==> config.mk <==
export PLATFORM = sky130hd
export DESIGN_NAME = modbus_rtu_frame_checker_top
export DESIGN_NICKNAME = d
export VERILOG_FILES = /design/src/hw/rtl/mrfc_pkg.sv /design/src/hw/rtl/mrfc_in_stage.sv /design/src/hw/rtl/mrfc_frame_engine.sv /design/src/hw/rtl/modbus_rtu_frame_checker_top.sv
export SDC_FILE = /design/constraint.sdc
export NUM_CORES = 1
export LEC_CHECK = 0
export ABC_AREA = 0
export BUFFER_PORTS_ARGS = -buffer_cell sky130_fd_sc_hd__buf_2
export CAP_MARGIN = 20
export CORE_MARGIN = 3
export CORE_UTILIZATION = 37
export DETAILED_ROUTE_END_ITERATION = 16
export SYNTH_ARGS = -nofsm -noshare
export SYNTH_HDL_FRONTEND = slang
export SYNTH_SLANG_ARGS = --single-unit
==> constraint.sdc <==
create_clock -name clk -period 10.7 [get_ports clk]
set_input_delay 1.07 -clock clk [delete_from_list [all_inputs] [get_ports clk]]
set_output_delay 1.07 -clock clk [all_outputs]
set_load 0.03 [all_outputs]
==> src/hw/rtl/mrfc_pkg.sv <==
`timescale 1ns / 1ps

package mrfc_pkg;

	localparam logic [15:0] CRC_INIT = 16'hFFFF;
	localparam logic [15:0] CRC_POLY = 16'hA001;
	localparam logic [15:0] COUNT_MAX = 16'hFFFF;
	localparam logic [7:0] OWN_ADDRESS_RESET = 8'd1;
	localparam logic [7:0] BROADCAST_ADDRESS = 8'd0;
	localparam logic [1:0] SEEN_MAX = 2'd3;

	typedef enum logic [2:0] {
		STATUS_UNICAST = 3'd0,
		STATUS_BROADCAST = 3'd1,
		STATUS_CRC_ERROR = 3'd2,
		STATUS_NOT_ADDRESSED = 3'd3,
		STATUS_SHORT = 3'd4
	} status_t;

	typedef struct packed {
		logic [7:0] data_byte;
		logic last_byte;
	} item_t;

	typedef struct packed {
		status_t status;
		logic [15:0] frame_crc;
		logic [15:0] computed_crc;
		logic [15:0] good_count;
		logic [15:0] error_count;
	} result_t;

	// One byte of CRC-16/Modbus, reflected, processed bit by bit.
	function automatic logic [15:0] crc_byte(input logic [15:0] crc, input logic [7:0] b);
		logic [15:0] c;
		c = crc ^ {8'h00, b};
		for (int k = 0; k < 8; k++) begin
			if (c[0]) begin
				c = (c >> 1) ^ CRC_POLY;
			end else begin
				c = c >> 1;
			end
		end
		return c;
	endfunction

endpackage

==> src/hw/rtl/mrfc_in_stage.sv <==
`timescale 1ns / 1ps

module mrfc_in_stage (
	input  logic            clk,
	input  logic            arst_n,
	input  logic            in_valid,
	output logic            in_ready,
	input  mrfc_pkg::item_t in_item,
	output logic            valid_s1,
	output mrfc_pkg::item_t item_s1,
	input  logic            taken
);

	logic accept;

	// The stage frees up in the same cycle its byte moves on.
	assign in_ready = !valid_s1 || taken;
	assign accept = in_valid && in_ready;

	always_ff @(posedge clk or negedge arst_n) begin
		if (!arst_n) begin
			valid_s1 <= 1'b0;
		end else begin
			valid_s1 <= accept || (valid_s1 && !taken);
		end
	end

	always_ff @(posedge clk) begin
		if (accept) begin
			item_s1 <= in_item;
		end
	end

endmodule

==> src/hw/rtl/mrfc_frame_engine.sv <==
`timescale 1ns / 1ps

module mrfc_frame_engine (
	input  logic              clk,
	input  logic              arst_n,
	input  logic [7:0]        own_address,
	input  logic              valid_s1,
	input  mrfc_pkg::item_t   item_s1,
	output logic              taken,
	output logic              out_valid,
	input  logic              out_ready,
	output mrfc_pkg::result_t result_q
);

	logic [15:0] crc_q;
	logic [15:0] tail_q;
	logic [1:0]  seen_q;
	logic [7:0]  addr_q;
	logic [15:0] good_q;
	logic [15:0] bad_q;
	logic        out_valid_q;

	logic [15:0] crc_d;
	logic [15:0] tail_d;
	logic [1:0]  seen_d;
	logic [7:0]  addr_d;
	logic [15:0] good_d;
	logic [15:0] bad_d;
	logic [15:0] fcrc;
	logic        emit;
	mrfc_pkg::result_t result_d;

	// Only a final byte needs the result register; other bytes never stall.
	assign taken = valid_s1 && (!item_s1.last_byte || !out_valid_q || out_ready);
	assign emit = taken && item_s1.last_byte;
	assign out_valid = out_valid_q;
	assign fcrc = {item_s1.data_byte, tail_q[7:0]};

	always_comb begin
		addr_d = (seen_q == 2'd0) ? item_s1.data_byte : addr_q;
		crc_d = (seen_q >= 2'd2) ? mrfc_pkg::crc_byte(crc_q, tail_q[15:8]) : crc_q;
		tail_d = {tail_q[7:0], item_s1.data_byte};
		seen_d = (seen_q == mrfc_pkg::SEEN_MAX) ? seen_q : seen_q + 2'd1;
		good_d = good_q;
		bad_d = bad_q;
		result_d.status = mrfc_pkg::STATUS_SHORT;
		result_d.frame_crc = 16'h0000;
		result_d.computed_crc = 16'h0000;
		if (seen_q >= 2'd2) begin
			result_d.frame_crc = fcrc;
			result_d.computed_crc = crc_d;
			if (fcrc != crc_d) begin
				result_d.status = mrfc_pkg::STATUS_CRC_ERROR;
				if (bad_q != mrfc_pkg::COUNT_MAX) begin
					bad_d = bad_q + 16'd1;
				end
			end else begin
				if (good_q != mrfc_pkg::COUNT_MAX) begin
					good_d = good_q + 16'd1;
				end
				if (addr_d == mrfc_pkg::BROADCAST_ADDRESS) begin
					result_d.status = mrfc_pkg::STATUS_BROADCAST;
				end else if (addr_d == own_address) begin
					result_d.status = mrfc_pkg::STATUS_UNICAST;
				end else begin
					result_d.status = mrfc_pkg::STATUS_NOT_ADDRESSED;
				end
			end
		end
		result_d.good_count = good_d;
		result_d.error_count = bad_d;
	end

	always_ff @(posedge clk or negedge arst_n) begin
		if (!arst_n) begin
			crc_q <= mrfc_pkg::CRC_INIT;
			tail_q <= 16'h0000;
			seen_q <= 2'd0;
			addr_q <= 8'h00;
			good_q <= 16'h0000;
			bad_q <= 16'h0000;
			out_valid_q <= 1'b0;
		end else begin
			if (taken) begin
				if (item_s1.last_byte) begin
					crc_q <= mrfc_pkg::CRC_INIT;
					tail_q <= 16'h0000;
					seen_q <= 2'd0;
					addr_q <= 8'h00;
					good_q <= good_d;
					bad_q <= bad_d;
				end else begin
					crc_q <= crc_d;
					tail_q <= tail_d;
					seen_q <= seen_d;
					addr_q <= addr_d;
				end
			end
			out_valid_q <= emit || (out_valid_q && !out_ready);
		end
	end

	always_ff @(posedge clk) begin
		if (emit) begin
			result_q <= result_d;
		end
	end

endmodule

==> src/hw/rtl/modbus_rtu_frame_checker_top.sv <==
`timescale 1ns / 1ps

// Modbus RTU receive frame checker. Feed the bytes of one received frame in
// order, from the address byte to the CRC high byte, one byte per input
// transaction, and raise last_byte on the CRC high byte. The block sustains
// one byte per clock cycle except while a final byte stalls: the only work
// per byte is one unrolled CRC-16 byte update between the input register and
// the result register. A result transaction follows once the final byte has
// passed the input register and the result register, carrying the status,
// the CRC found in the frame, the CRC computed over the bytes before it, and
// the saturating good and CRC-error frame counts after this frame. Frames
// shorter than three bytes report a short-frame status with both CRC fields
// zero and leave the counters alone. Intermediate bytes keep flowing while a
// finished result waits; only a final byte waits for the result register to
// drain. The own_address register is written through the configuration
// channel, resets to 1, and should be changed only while the block is idle.

module modbus_rtu_frame_checker_top (
	input  logic        clk,
	input  logic        arst_n,
	input  logic        cfg_valid,
	output logic        cfg_ready,
	input  logic [7:0]  cfg_data,
	input  logic        in_valid,
	output logic        in_ready,
	input  logic [7:0]  data_byte,
	input  logic        last_byte,
	output logic        out_valid,
	input  logic        out_ready,
	output logic [2:0]  status,
	output logic [15:0] frame_crc,
	output logic [15:0] computed_crc,
	output logic [15:0] good_count,
	output logic [15:0] error_count
);

	logic [7:0]        own_address_q;
	mrfc_pkg::item_t   in_item;
	mrfc_pkg::item_t   item_s1;
	logic              valid_s1;
	logic              taken;
	mrfc_pkg::result_t result_q;

	// Configuration writes are always taken; cfg_ready is tied high.
	assign cfg_ready = 1'b1;

	always_ff @(posedge clk or negedge arst_n) begin
		if (!arst_n) begin
			own_address_q <= mrfc_pkg::OWN_ADDRESS_RESET;
		end else if (cfg_valid && cfg_ready) begin
			own_address_q <= cfg_data;
		end
	end

	assign in_item.data_byte = data_byte;
	assign in_item.last_byte = last_byte;

	// Input register: holds one byte so the frame state update works from a registered byte.
	mrfc_in_stage u_in_stage (
		.clk      (clk),
		.arst_n   (arst_n),
		.in_valid (in_valid),
		.in_ready (in_ready),
		.in_item  (in_item),
		.valid_s1 (valid_s1),
		.item_s1  (item_s1),
		.taken    (taken)
	);

	// Frame state, CRC update, classification, counters and the result register.
	mrfc_frame_engine u_frame_engine (
		.clk         (clk),
		.arst_n      (arst_n),
		.own_address (own_address_q),
		.valid_s1    (valid_s1),
		.item_s1     (item_s1),
		.taken       (taken),
		.out_valid   (out_valid),
		.out_ready   (out_ready),
		.result_q    (result_q)
	);

	assign status = result_q.status;
	assign frame_crc = result_q.frame_crc;
	assign computed_crc = result_q.computed_crc;
	assign good_count = result_q.good_count;
	assign error_count = result_q.error_count;

endmodule
* Yosys cells after proc, flatten, opt, wreduce, memory -nomap -nowiden
Index checks and enable logic that the tools add are counted.
Storage, ports and cells: register bits 160, latch bits 0, RAM bits 0, bits in read-only memories 0, input port bits 22, logic and storage cells 81, memories kept 0
Operators by class: $add $sub $neg 3, multipliers 0, divide/modulo/power cells 0, magnitude comparators 1, equal/unequal tests 6, shift operators 0, muxes and demuxes 24, bitwise gates (word level) 10, reductions and logical operators 20
Operators by type and width (number):
- $mux 16 | 17
- $add 16x1->16 const B | 2
- $ne 16x16->1 const B | 2
- $not 2->3 | 8
- $mux 8 | 2
- $ne 16x16->1 | 1
- $xor 16x8->16 | 1
- $eq 8x8->1 | 1
- $logic_not 8->1 | 1
- $mux 2 | 3
- $mux 3 | 2
- $logic_and 1x1->1 | 5
- $logic_not 1->1 | 5
- $logic_or 1x1->1 | 5
- $reduce_and 2->1 | 2
- $add 2x1->2 const B | 1
- $eq 2x2->1 const B | 1
- $ge 2x2->1 const B | 1
- $logic_not 2->1 | 1
- $ne 2x1->1 const B | 1
- $reduce_or 2->1 | 1
- $not 1->1 | 1

* Logic depth before layout (Yosys ltp)
depth in word-level cells 21, gate-level depth with buffers 15, mapped depth without buffers 12

* Hierarchy
Synthesis repeated with hierarchy kept, for this count alone.
Unflattened totals: cells, all modules 626, area, all modules 7616.1 µm²
By module, submodules not included:
- mrfc_frame_engine | instances 1, cells each 594, area an instance 6947.9 µm²
- modbus_rtu_frame_checker_top | instances 1, cells each 19, area an instance 344.1 µm²
- mrfc_in_stage | instances 1, cells each 13, area an instance 324.1 µm²

* Worst setup path after synthesis
OpenSTA, ideal clock, no wires.
path type input port to flip-flop, from input out_ready, to register u_frame_engine.good_q[1], arrival 3.930 ns, required time 10.575 ns, path slack 6.646 ns, stages 8, buffers on the path 0, cells stage by stage o31ai_1 > inv_1 > nand2_1 > inv_1 > nand2_1 > nor2_1 > nand2_1 > mux2_2
Between the ends: word-level cells in the longest chain between the ends 3
Ends and longest elaborated chain:
- start, declared | line modbus_rtu_frame_checker_top.sv:29 | input logic out_ready,
- $logic_or 1x1->1 | line mrfc_frame_engine.sv:34 | assign taken = valid_s1 && (!item_s1.last_byte || !out_valid_q || out_ready);
- $logic_and 1x1->1 | line mrfc_frame_engine.sv:34
- $reduce_and 2->1 (no line)
- end signal, assigned | line mrfc_frame_engine.sv:90 | good_q <= good_d;
- end, declared | line mrfc_frame_engine.sv:19 | logic [15:0] good_q;
No other way between the ends. A chain may end at the register's enable or synchronous reset.

* Final worst setup path
from register u_frame_engine.seen_q[1], to register u_frame_engine.result_q[17] (netlist name)
Between the ends: word-level cells in the longest chain between the ends 5
Ends and longest elaborated chain:
- start, declared | line mrfc_frame_engine.sv:17 | logic [1:0] seen_q;
- start signal, assigned | line mrfc_frame_engine.sv:95 | seen_q <= seen_d;
- $ge 2x2->1 * | line mrfc_frame_engine.sv:41, mrfc_frame_engine.sv:49
- $mux 16 | line mrfc_frame_engine.sv:41 | crc_d = (seen_q >= 2'd2) ? mrfc_pkg::crc_byte(crc_q, tail_q[15:8]) : crc_q;
- $ne 16x16->1 | line mrfc_frame_engine.sv:52 | if (fcrc != crc_d) begin
- $mux 16 | line mrfc_frame_engine.sv:52
- $mux 16 * | line mrfc_frame_engine.sv:49 | if (seen_q >= 2'd2) begin
- via u_frame_engine.good_d[1] | line mrfc_frame_engine.sv:27 | logic [15:0] good_d;
Mark *: on every way through the listed nets, which the timed path passes. The rest lies on a longest branch.

==> out/results.ini <==
[outcome]
outcome = completed

[floorplanning]
die_x_um = 151
design.portCount = 92
die_h_um = 151
fp.dieArea_mm2 = 0.0229
rows = 52
initial_core_util = 0.380
core_area_mm2 = 0.0205

[synth]
ys_ff_latch = 160
synth.distinct_cells = 63
async_flop_share = 0.525
synth_area_per_cell_um2 = 11.9
synth_ff_type = edfxtp_1
synth_area_mm2 = 0.00780
synth_nets = 681
synth-edff-count = 76
ys_warn_count = 0
ys_seq_area_frac = 0.565
synthCells = 654

[global_route]
grt.overflow.total = 0
track_usage = 0.169
grt_pass1_vias = 5581
antenna_found_initial = 0
grt_pass1_wl_um = 30000
grt_max_degree = 73

[timing]
min_period_ps = 4170
maxSlewHeadroom = 0.299
setup_violations = 0
finalCritPeriodShare = 0.390
tns_ps = 0
hold_viol = 0
tightest_slew_ps = 1050
slew_violations = 0
fin_worst_skew_ps = 7.29
max_freq_mhz = 240
holdWs_ps = 488
rsz0062_at_grt = no
setup_ws_ps = 6530

[clock_tree]
clock_sinks = 160
clock_path_buffers = 2
ctsResizeCount = 0
insertion_delay_ps = 430
cts_hold_buf = 0
postCtsSetupRepairBufs = 0
cts_buffers = 17
clockRootBuffer = clkbuf_16
clkSlewWorstSetupHoldPaths_ps = 60
cts_tree = done
cts_max_level = 4

[cells_and_area]
drive_gt1_frac = 0.254
final_core_util = 0.443
area_growth_pct = 16.3
final_area_mm2 = 0.00907
nets = 766
finalNonFillerCells = 1022
diodes = 0
mostFrequentLayoutCells = buf_2, edfxtp_1, dfrtp_1, xnor2_1, nor2_1
final_common_cell = buf_2

[placed_design]
dp_hpwl_um = 12600
placed_cell_area_mm2 = 0.00851
port_buffers = 90
gp_congestion = 0.836
dp.cells = 990
pre_cts_slack_ps = 6590

[power_and_ir_drop]
power.internal_mw = 1.30
p_sw_frac = 0.343
switchingPower_mw = 0.681
combPwrFrac = 0.298
p_total_mw = 1.99
p_leak_nw = 3.78
clockPowerShare = 0.294
powerDensity_mw_per_mm2 = 219
seq_power_share = 0.408
ir_worst_vdd_uv = 156

[detailed_routing]
drcViolationCount = 0
final_antenna_net_count = 0
drt-pass1-iter-count = 5
drt_iter0_markers = 441
wirelength_um = 18400
avgViaCountPerCell = 5.40
routed-via-count = 5518
detail_route.wl_per_cell_um = 18.0

[worst_setup_path]
cpPeakStageDelay_ps = 570
crit_path_end_kind = register
crit_chain = ha_1 > or2_2 > clkinv_1 > buf_4 > o21ai_0 > xor2_1 > a2111oi_2 > and4_1 > or3b_4 > nor3_2 > mux2_2
path_class = register to register
arrival_ps = 4350
path_delay_family = simple AND/OR/NAND/NOR gates
critical_path.startpoint_type = register
cp.required_ps = 10880
worst-path-buf-inv = 2
cp_max_fo = 35
crit_slowest_cell = or3b_4

[run]
cap_violations = 0

[worst_hold_path]
hold_class = register to register

[cell families after synthesis]
family | count (synthesis) | share of synthesized area
mux | 38 | 0.0533
flops | 160 | 0.565
buf+inv | 42 | 0.0231
xor+xnor | 95 | 0.120
compound gates | 80 | 0.0720
fa+ha+maj | 5 | 0.00802
simple gates | 233 | 0.158
other cells | 1 | 0.000481
[worst register-to-register path: cells and delay by family (launching register included)]
| kind | cells | cell delay [ps] |
|---|---|---|
| and+or+nand+nor | 4 | 1500 |
| buffers and inverters | 2 | 650 |
| AOI/OAI and AO/OA | 2 | 490 |
| DFF | 1 | 460 |
| muxes | 1 | 370 |
| adders and majority gates | 1 | 250 |
| xor gates and xnor gates | 1 | 190 |
[final cells by class]
type / count / area, µm²
Fill cell: 1932 / 11400
Sequential cell: 160 / 4410
Multi-Input combinational cell: 452 / 3220
Timing Repair Buffer: 99 / 520
Clock buffer: 20 / 437
Tap cell: 270 / 338
Clock inverter: 12 / 119
Inverter: 9 / 33.8
[sequential cells by signal, summed over array words and instances, names as in the netlist]
name / count
u_frame_engine.out_valid: 1
own_address_q: 8
u_frame_engine.crc_q: 16
u_in_stage.valid_s1: 1
u_frame_engine.result_q: 67
u_frame_engine.tail_q: 16
u_in_stage.item_s1: 9
u_frame_engine.seen_q: 2
u_frame_engine.bad_q: 16
u_frame_engine.addr_q: 8
u_frame_engine.good_q: 16
[routing by layer]
layer | global-route usage | vias to the layer above | routed length (µm)
li1 | - | 2562 | -
met5 | 0 | - | 0
met2 | 0.262 | 186 | 8520
met1 | 0.231 | 2733 | 8370
met4 | 0.0694 | 0 | 486
met3 | 0.0365 | 37 | 1040
[worst paths after layout]
| path | start | endpoint | slack (ps) | cells after the start |
|---|---|---|---|---|
| worst max-delay path | u_frame_engine.seen_q[1]$_DFFE_PN0P_ | u_frame_engine.result_q[17]$_DFFE_PP_ | 6530 | 11 |
| worst min-delay path | u_frame_engine.addr_q[5]$_DFFE_PN0P_ | u_frame_engine.addr_q[5]$_DFFE_PN0P_ | 490 | 2 |
| worst max register to register | u_frame_engine.seen_q[1]$_DFFE_PN0P_ | u_frame_engine.result_q[17]$_DFFE_PP_ | 6530 | 11 |
| worst min register to register | u_frame_engine.addr_q[5]$_DFFE_PN0P_ | u_frame_engine.addr_q[5]$_DFFE_PN0P_ | 490 | 2 |
| max in group asynchronous | arst_n | u_frame_engine.tail_q[15]$_DFFE_PN0P_ | 9060 | 2 |
| min in group asynchronous | arst_n | u_frame_engine.out_valid$_DFF_PN0_ | 570 | 1 |
[cells in the mapped netlist (3+ instances only)]
cell type / n / area share
nand4_1: 25 / 0.020
nor4_1: 19 / 0.015
o21ai_0: 13 / 0.0083
clkbuf_1: 24 / 0.012
mux2i_1: 10 / 0.013
and2_1: 19 / 0.015
nand2b_1: 5 / 0.0040
buf_1: 3 / 0.0014
dfrtp_1: 67 / 0.22
ha_1: 5 / 0.0080
xnor2_1: 52 / 0.058
xor2_1: 31 / 0.035
nor2b_1: 4 / 0.0032
nor2_1: 45 / 0.022
inv_1: 8 / 0.0039
a22o_1: 15 / 0.017
edfxtp_1: 76 / 0.29
and3_1: 13 / 0.010
dfstp_2: 17 / 0.057
o22a_1: 4 / 0.0045
nand2_1: 42 / 0.020
mux2_2: 28 / 0.040
nor4b_1: 3 / 0.0034
a31oi_1: 4 / 0.0032
nor3_1: 13 / 0.0083
xnor2_2: 10 / 0.021
a32o_1: 5 / 0.0064
nand3_1: 29 / 0.019
a21oi_1: 23 / 0.015
and4_1: 4 / 0.0045
[power by group through the flow]
stage / Clock (mW) / Combinational, mW / Sequential, mW
2_1_floorplan: 0 / 0.408 / 0.847
3_3_place_gp: 0 / 0.575 / 0.820
3_5_place_dp: 0 / 0.589 / 0.821
4_1_cts: 0.595 / 0.592 / 0.810
5_1_grt: 0.624 / 0.650 / 0.820
6_report: 0.584 / 0.591 / 0.811
No activity file was read; power rests on OpenSTA's default activity.
